==> src/rtl/core/acs_pkg.sv <==
// shared types and constants for the configuration-record to start-code stream block
// no dependencies; imported by every module of the block
package acs_pkg;

  // queue between front and back
  localparam int unsigned ACS_QUEUE_DEPTH = 4;

  // start code: three zero bytes then one
  localparam int unsigned START_LEN  = 4;
  localparam logic [7:0]  START_ZERO = 8'h00;
  localparam logic [7:0]  START_TAIL = 8'h01;

  // header bytes skipped before the sps count
  localparam int unsigned HEADER_LEN = 5;

  // result kinds
  localparam logic KIND_BYTE   = 1'b0;
  localparam logic KIND_STATUS = 1'b1;

  // end-of-record status codes
  localparam logic [1:0] ST_OK    = 2'd0;
  localparam logic [1:0] ST_TRUNC = 2'd1;
  localparam logic [1:0] ST_TRAIL = 2'd2;

  // work codes passed from front to back
  typedef enum logic [1:0] {
    OP_NONE  = 2'd0,
    OP_START = 2'd1,
    OP_DATA  = 2'd2
  } op_t;

  typedef struct packed {
    logic [7:0] in_byte;
    logic       in_last;
  } in_item_t;

  typedef struct packed {
    logic        kind;
    logic [7:0]  out_byte;
    logic        unit_end;
    logic [16:0] unit_length;
    logic [1:0]  status;
    logic        run_last;
  } out_item_t;

  // one classified input item, expanded by the back part
  typedef struct packed {
    op_t         op;
    logic [7:0]  data_byte;
    logic        unit_end;
    logic [16:0] unit_length;
    logic        has_status;
    logic [1:0]  status;
  } cmd_t;

endpackage

==> src/rtl/core/avc_config_to_start_code_stream_top.sv <==
// top level of the configuration-record to start-code stream block
// depends on acs_pkg, acs_front, acs_queue, acs_back
//
// Takes an H.264 decoder configuration record one byte per item on the in_*
// channel and produces the start-code byte stream on the out_* channel.
// Five header bytes are skipped, then each sps and pps unit comes out as
// 00 00 00 01 followed by its payload; the last byte of a unit carries
// unit_end and the unit length plus four. An input item with in_last set adds
// one status item (ok, truncated or trailing) and returns the parser to its
// reset state for the next record. Header, count and length high bytes make
// no output, a length low byte gives the start code; run_last marks the last
// output item of each input item. With the queue empty, the first output item
// of an input item passes through the queue and then the output register.
// Throughput: one input item per cycle while the queue has room; a length
// low byte expands to four start code items, so the output port, at one item per
// cycle while the receiver is ready, sets the sustained rate and the queue absorbs the bursts.
// Reset clears the parser, the queue and the output valid flag. When the
// receiver stalls the output item holds, the queue fills and in_ready drops.
module avc_config_to_start_code_stream_top #(
  parameter int unsigned QUEUE_DEPTH = acs_pkg::ACS_QUEUE_DEPTH
) (
  input  logic               clk,
  input  logic               rst,
  input  logic               in_valid,
  output logic               in_ready,
  input  acs_pkg::in_item_t  in_data,
  output logic               out_valid,
  input  logic               out_ready,
  output acs_pkg::out_item_t out_data
);
  import acs_pkg::*;

  logic accept, push, full, pop, nonempty;
  cmd_t push_cmd, head;

  assign in_ready = !full;
  assign accept   = in_valid && in_ready;

  acs_front u_front (
    .clk     (clk),
    .rst     (rst),
    .accept  (accept),
    .in_item (in_data),
    .push    (push),
    .cmd     (push_cmd)
  );

  acs_queue #(.DEPTH(QUEUE_DEPTH)) u_queue (
    .clk      (clk),
    .rst      (rst),
    .push     (push),
    .push_cmd (push_cmd),
    .full     (full),
    .pop      (pop),
    .nonempty (nonempty),
    .head     (head)
  );

  acs_back u_back (
    .clk       (clk),
    .rst       (rst),
    .cmd_valid (nonempty),
    .cmd       (head),
    .pop       (pop),
    .out_valid (out_valid),
    .out_ready (out_ready),
    .out_data  (out_data)
  );

endmodule

==> src/rtl/core/acs_front.sv <==
// front part: parses the record byte by byte and classifies each item into a command
// depends on acs_pkg
module acs_front (
  input  logic             clk,
  input  logic             rst,
  input  logic             accept,
  input  acs_pkg::in_item_t in_item,
  output logic             push,
  output acs_pkg::cmd_t    cmd
);
  import acs_pkg::*;

  typedef enum logic [3:0] {
    PH_HEADER, PH_SPS_COUNT, PH_SPS_LEN_H, PH_SPS_LEN_L, PH_SPS_DATA,
    PH_PPS_COUNT, PH_PPS_LEN_H, PH_PPS_LEN_L, PH_PPS_DATA, PH_DONE, PH_TRAIL
  } phase_t;

  phase_t      phase, phase_next;
  logic [2:0]  header_index, header_index_next;
  logic [4:0]  units_left, units_left_next;
  logic [15:0] bytes_left, bytes_left_next;
  logic [15:0] unit_size, unit_size_next;
  logic [7:0]  length_high, length_high_next;

  logic [15:0] size_now;
  logic [15:0] bytes_dec;
  logic [4:0]  units_dec;
  logic        is_pps;

  assign size_now  = {length_high, in_item.in_byte};
  assign bytes_dec = bytes_left - 16'd1;
  assign units_dec = units_left - 5'd1;
  assign is_pps    = (phase == PH_PPS_LEN_L) || (phase == PH_PPS_DATA);

  // next state and command for the current byte
  always_comb begin
    phase_next        = phase;
    header_index_next = header_index;
    units_left_next   = units_left;
    bytes_left_next   = bytes_left;
    unit_size_next    = unit_size;
    length_high_next  = length_high;
    cmd               = '0;
    cmd.op            = OP_NONE;

    unique case (phase)
      PH_HEADER: begin
        if (header_index == 3'(HEADER_LEN - 1)) begin
          header_index_next = '0;
          phase_next        = PH_SPS_COUNT;
        end else begin
          header_index_next = header_index + 3'd1;
        end
      end
      PH_SPS_COUNT, PH_PPS_COUNT: begin
        units_left_next = in_item.in_byte[4:0];
        if (in_item.in_byte[4:0] == 5'd0) begin
          phase_next = (phase == PH_PPS_COUNT) ? PH_DONE : PH_PPS_COUNT;
        end else begin
          phase_next = (phase == PH_PPS_COUNT) ? PH_PPS_LEN_H : PH_SPS_LEN_H;
        end
      end
      PH_SPS_LEN_H, PH_PPS_LEN_H: begin
        length_high_next = in_item.in_byte;
        phase_next = (phase == PH_PPS_LEN_H) ? PH_PPS_LEN_L : PH_SPS_LEN_L;
      end
      PH_SPS_LEN_L, PH_PPS_LEN_L: begin
        unit_size_next   = size_now;
        bytes_left_next  = size_now;
        cmd.op           = OP_START;
        cmd.unit_end     = (size_now == 16'd0);
        cmd.unit_length  = 17'(START_LEN);
        if (size_now == 16'd0) begin
          units_left_next = units_dec;
          if (units_dec == 5'd0) phase_next = is_pps ? PH_DONE : PH_PPS_COUNT;
          else                   phase_next = is_pps ? PH_PPS_LEN_H : PH_SPS_LEN_H;
        end else begin
          phase_next = is_pps ? PH_PPS_DATA : PH_SPS_DATA;
        end
      end
      PH_SPS_DATA, PH_PPS_DATA: begin
        bytes_left_next = bytes_dec;
        cmd.op          = OP_DATA;
        cmd.data_byte   = in_item.in_byte;
        cmd.unit_end    = (bytes_dec == 16'd0);
        cmd.unit_length = {1'b0, unit_size} + 17'(START_LEN);
        if (bytes_dec == 16'd0) begin
          units_left_next = units_dec;
          if (units_dec == 5'd0) phase_next = is_pps ? PH_DONE : PH_PPS_COUNT;
          else                   phase_next = is_pps ? PH_PPS_LEN_H : PH_SPS_LEN_H;
        end
      end
      default: begin
        phase_next = PH_TRAIL;
      end
    endcase

    // end of buffer: status item, then back to the reset state
    if (in_item.in_last) begin
      cmd.has_status = 1'b1;
      if (phase_next == PH_DONE)       cmd.status = ST_OK;
      else if (phase_next == PH_TRAIL) cmd.status = ST_TRAIL;
      else                             cmd.status = ST_TRUNC;
      phase_next        = PH_HEADER;
      header_index_next = '0;
      units_left_next   = '0;
      bytes_left_next   = '0;
      unit_size_next    = '0;
      length_high_next  = '0;
    end
  end

  assign push = accept && ((cmd.op != OP_NONE) || cmd.has_status);

  // parser state
  always_ff @(posedge clk) begin
    if (rst) begin
      phase        <= PH_HEADER;
      header_index <= '0;
      units_left   <= '0;
      bytes_left   <= '0;
      unit_size    <= '0;
      length_high  <= '0;
    end else if (accept) begin
      phase        <= phase_next;
      header_index <= header_index_next;
      units_left   <= units_left_next;
      bytes_left   <= bytes_left_next;
      unit_size    <= unit_size_next;
      length_high  <= length_high_next;
    end
  end

endmodule

==> src/rtl/core/acs_queue.sv <==
// short command queue between the front and back parts
// depends on acs_pkg
module acs_queue #(
  parameter int unsigned DEPTH = acs_pkg::ACS_QUEUE_DEPTH
) (
  input  logic          clk,
  input  logic          rst,
  input  logic          push,
  input  acs_pkg::cmd_t push_cmd,
  output logic          full,
  input  logic          pop,
  output logic          nonempty,
  output acs_pkg::cmd_t head
);
  import acs_pkg::*;

  localparam int unsigned PW = (DEPTH > 1) ? $clog2(DEPTH) : 1;
  localparam int unsigned CW = $clog2(DEPTH + 1);

  cmd_t          mem [DEPTH];
  logic [PW-1:0] wr_ptr, rd_ptr;
  logic [CW-1:0] count;

  assign full     = (count == CW'(DEPTH));
  assign nonempty = (count != '0);
  assign head     = mem[rd_ptr];

  // storage
  always_ff @(posedge clk) begin
    if (push) mem[wr_ptr] <= push_cmd;
  end

  // pointers and fill count
  always_ff @(posedge clk) begin
    if (rst) begin
      wr_ptr <= '0;
      rd_ptr <= '0;
      count  <= '0;
    end else begin
      if (push) wr_ptr <= (wr_ptr == PW'(DEPTH - 1)) ? '0 : wr_ptr + PW'(1);
      if (pop)  rd_ptr <= (rd_ptr == PW'(DEPTH - 1)) ? '0 : rd_ptr + PW'(1);
      if (push && !pop)      count <= count + CW'(1);
      else if (pop && !push) count <= count - CW'(1);
    end
  end

endmodule

==> src/rtl/core/acs_back.sv <==
// back part: expands queued commands into output items through a registered output stage
// depends on acs_pkg
module acs_back (
  input  logic               clk,
  input  logic               rst,
  input  logic               cmd_valid,
  input  acs_pkg::cmd_t      cmd,
  output logic               pop,
  output logic               out_valid,
  input  logic               out_ready,
  output acs_pkg::out_item_t out_data
);
  import acs_pkg::*;

  logic [2:0] idx;
  logic [2:0] n_stream, n_total;
  logic       fire, last_one;
  out_item_t  item;

  assign n_stream = (cmd.op == OP_START) ? 3'(START_LEN) :
                    (cmd.op == OP_DATA)  ? 3'd1 : 3'd0;
  assign n_total  = n_stream + {2'b0, cmd.has_status};
  assign last_one = (idx == n_total - 3'd1);
  assign fire     = cmd_valid && (!out_valid || out_ready);
  assign pop      = fire && last_one;

  // build the item at the current position of the command
  always_comb begin
    item          = '0;
    item.run_last = last_one;
    if (idx < n_stream) begin
      item.kind = KIND_BYTE;
      if (cmd.op == OP_START) begin
        item.out_byte = (idx == 3'(START_LEN - 1)) ? START_TAIL : START_ZERO;
        item.unit_end = (idx == 3'(START_LEN - 1)) && cmd.unit_end;
      end else begin
        item.out_byte = cmd.data_byte;
        item.unit_end = cmd.unit_end;
      end
      item.unit_length = item.unit_end ? cmd.unit_length : '0;
    end else begin
      item.kind   = KIND_STATUS;
      item.status = cmd.status;
    end
  end

  // output register and position within the command
  always_ff @(posedge clk) begin
    if (rst) begin
      out_valid <= 1'b0;
      idx       <= '0;
    end else if (fire) begin
      out_valid <= 1'b1;
      idx       <= last_one ? 3'd0 : idx + 3'd1;
    end else if (out_ready) begin
      out_valid <= 1'b0;
    end
  end

  always_ff @(posedge clk) begin
    if (fire) out_data <= item;
  end

endmodule

==> config.mk <==
export PLATFORM = sky130hd
export DESIGN_NAME = avc_config_to_start_code_stream_top
export DESIGN_NICKNAME = d
export VERILOG_FILES = /design/src/rtl/core/acs_pkg.sv /design/src/rtl/core/avc_config_to_start_code_stream_top.sv /design/src/rtl/core/acs_front.sv /design/src/rtl/core/acs_queue.sv /design/src/rtl/core/acs_back.sv
export SDC_FILE = /design/constraint.sdc
export NUM_CORES = 1
export LEC_CHECK = 0
export ABC_AREA = 1
export BUFFER_PORTS_ARGS = -buffer_cell sky130_fd_sc_hd__buf_2
export CAP_MARGIN = 20
export CORE_MARGIN = 2
export CORE_UTILIZATION = 50
export CTS_CLUSTER_DIAMETER = 200
export DETAILED_ROUTE_END_ITERATION = 12
export HOLD_SLACK_MARGIN = 0.03
export PLACE_DENSITY = 0.67
export SLEW_MARGIN = 20
export SYNTH_ARGS = -nofsm -noshare
export SYNTH_HDL_FRONTEND = slang
export SYNTH_SLANG_ARGS = --single-unit
==> constraint.sdc <==
create_clock -name clk -period 6.55 [get_ports clk]
set_clock_uncertainty 0.15 [all_clocks]
set_input_delay 1.31 -clock clk [delete_from_list [all_inputs] [get_ports clk]]
set_output_delay 1.31 -clock clk [all_outputs]
set_load 0.01 [all_outputs]
==> impl_metrics.ini <==
[die]
die_h_um = 146.7
start_util_pct = 50.63
rows = 52
die_x_um = 146.7
core-area_sq_mm = 0.02010
pin_count = 45
dieArea_sq_mm = 0.02152

[clock_tree]
clockRootBuffer = clkbuf_16
clk_pin_slew_ps = 60
cts_buffer_depth = 3
cts.repair.resized = 0
postCtsSetupBuffers = 0
insertion_delay_ps = 500
cts_tree = yes
cts-buffers-inserted = 22
htree_levels = 1
postCtsHoldBufs = 0
cts_sinks = 219

[grt]
antenna_found_initial = 0
grt_pass1_vias = 7025
grt_max_degree = 72
grt_pass1_wl_um = 36250
grt-ovfl-total = 0
grt_util_all_layers_pct = 20.79

[power]
seqPwrFrac_pct = 44.1
power_density_mw_per_mm2 = 356.1
p_int_mw = 2.764
combPwrFrac_pct = 25.3
peakVddDrop_v = 0.0001747
clockPowerShare_pct = 30.6
switchingPower_mw = 1.275
swShare_pct = 31.57
p_leak_nw = 4.355

[timing]
max_freq_mhz = 267.2
finalSetupTns_ps = 0
hold_viol = 0
min_period_ps = 3742
period_share_pct = 57.13
drv_slew = 0
worst_pin_slew_ps = 895.9
slew_headroom_pct = 40.19
setup_viol = 0
rsz0062_at_grt = false

[critical_path]
critPathLaunchType = flip-flop
worst_path_max_delay_cell = inv_2
path_cells = inv_2 -> o21ai_1 -> o22ai_2 -> nand2_1 -> ha_1 -> xor2_1 -> xor2_1 -> and3_4 -> nand2_2 -> ha_1 -> inv_1 -> fa_1 -> a21oi_1 -> o21ai_0 -> o21ai_0 -> a21oi_1
cp_slowest_stage_delay_ps = 700
cp_data_arrival_time_ps = 3980
cp_num_buf_inv = 2
end_kind = flip-flop
path_max_fanout = 50
critPathRequiredTime_ps = 6780
path_delay_family = adder cells
critPathKind = flip-flop to flip-flop

[placed_design]
dpl.hpwl_um = 14370
numPortBuffers = 44
dpl_cell_area_sq_mm = 0.01063
gp_congestion = 0.8665

[run_status]
outcome = finished, final reports clean

[detailed_routing]
remaining_drc_errors = 0
routed_wl_um = 21930
initialDrtViolationCount = 521
viasPerCell = 5.293
num_vias = 7415
drt_pre_antenna_iters = 5
routedWlPerCell_um = 15.65
drtAntennaViolNets = 0

[finish]
final_area_sq_mm = 0.01134
nets = 1148
antenna_cells = 0
syn2layout_area_growth_pct = 11.44
drive_gt1_share_pct = 12.38

[synthesis]
synth-main-ff-cell = edfxtp_1
avgSynthCellArea_sq_um = 9.407
synth-edff-count = 154
synth-async-reset-ratio_pct = 0
syn-cell-area_sq_mm = 0.01018
yosysUniqueCellTypes = 48
synth_nets = 1115
synthCells = 1082
synth-seq-cells = 219
synth_warnings = 0
synth.yosys.seq_area_share_pct = 58.22

[flow_run]
drv_cap = 0

[min_path]
hold_class = flip-flop to flip-flop
==> stage by stage <==
stage	instances	total power [mW]	setup slack [ps]	util (%)	hold slack [ps]
floorplan	1082	2.547	1804	-	280.0
global placement	1361	2.823	2762	52.88	304.6
detailed placement	1361	2.837	2688	52.88	305.3
CTS	1401	4.082	2765	56.42	314.6
global route	1401	4.268	2526	56.42	342.9
finish	1401	4.040	2808	56.42	311.7
==> area by class of cell <==
| type | count | area (sq um) |
|---|---|---|
| clock buffers | 28 | 594.3 |
| clock inverters | 12 | 117.6 |
| fillers | 1712 | 8761 |
| inverters | 117 | 441.7 |
| multi-input cells | 704 | 3654 |
| flip-flops and latches | 219 | 5926 |
| well taps | 270 | 337.8 |
| repair buffers | 51 | 272.8 |
==> registers in the layout (all words and copies together), names as in the netlist, named ones only <==
name                  flops
u_queue.mem             124
u_back.out_data          30
u_front.bytes_left       16
u_front.unit_size        16
u_front.length_high       8
u_front.units_left        5
u_front.phase             4
u_back.idx                3
u_front.header_index      3
u_queue.count             3
u_queue.rd_ptr            2
u_queue.wr_ptr            2
u_back.out_valid          1
==> worst reg2reg max path, delay by kind of cell (launching register included) <==
kind,cells,cell delay (ps)
simple gates,3,380
flops,1,460
buf+inv,2,760
xor+xnor,2,320
fa+ha+maj,3,780
compound gates,6,780
==> power groups by stage <==
stage          Sequential, mW  Combinational [mW]  Clock (mW)
2_1_floorplan            1.85               0.693           0
3_3_place_gp             1.81                1.01           0
3_5_place_dp             1.81                1.03           0
4_1_cts                  1.78                1.04        1.26
5_1_grt                  1.80                1.15        1.32
6_report                 1.78                1.02        1.24
==> layout by cell type, fill, tap and decap left out, types with 2 or more instances in the layout <==
cell type / count
nand2_1: 173
edfxtp_1: 154
nor2_1: 139
a21oi_1: 121
inv_1: 105
o21ai_0: 90
dfxtp_1: 65
buf_2: 44
nand3_1: 42
clkbuf_16: 23
ha_1: 19
o21a_1: 17
nand2_2: 16
nor2_2: 11
inv_2: 10
nor3_1: 8
xor2_1: 8
a211oi_1: 7
o21ai_1: 7
buf_4: 7
nor2_4: 6
nand4_1: 6
clkbuf_1: 5
xnor2_1: 4
clkinv_1: 4
nor2_8: 3
a31oi_1: 3
o22ai_1: 3
clkinvlp_4: 3
clkinv_2: 3
o211ai_1: 2
bufinv_16: 2
==> per-layer routing <==
| metal | wire (um) | vias up | track usage [%] |
|---|---|---|---|
| li1 | - | 3729 | - |
| met1 | 10200 | 3493 | 28.90 |
| met2 | 10330 | 163 | 34.60 |
| met3 | 1055 | 30 | 3.375 |
| met4 | 345 | 0 | 4.563 |
| met5 | 0 | - | 0 |
==> synth_stat cells, types with 10 or more instances <==
master    number  area share [%]
clkbuf_1      31             1.1
a21oi_1      121             5.9
nand2_1      173             6.4
nand2_2       16            0.98
nand3_1       42             2.1
inv_1        105             3.9
nor2_1       143             5.3
ha_1          19             2.3
edfxtp_1     154              45
inv_2         10            0.37
o21ai_0       90             4.4
o21a_1        17             1.3
dfxtp_1       65              13
==> path summary, 6_finish.rpt <==
kind	endpoint	slack [ps]	depth (start not counted)	from
min	u_front.unit_size[10]$_SDFFE_PP0P_	310	2	u_front.unit_size[10]$_SDFFE_PP0P_
min reg2reg	u_front.unit_size[10]$_SDFFE_PP0P_	310	2	u_front.unit_size[10]$_SDFFE_PP0P_
max reg2reg	u_queue.count[2]$_SDFFE_PP0P_	2810	16	flip-flop
max	u_queue.count[2]$_SDFFE_PP0P_	2810	16	flip-flop
==> kinds of logic (layout without fill, tap and decap cells) <==
kind of cell	Yosys count	after routing	share of synthesized area, %
buf+inv	159	208	6.134
simple gates	410	410	17.85
compound gates	262	262	14.23
xor+xnor	12	12	1.033
flops	219	219	58.22
fa+ha+maj	20	20	2.532
Note: power is estimated with default switching activity, not from simulation.
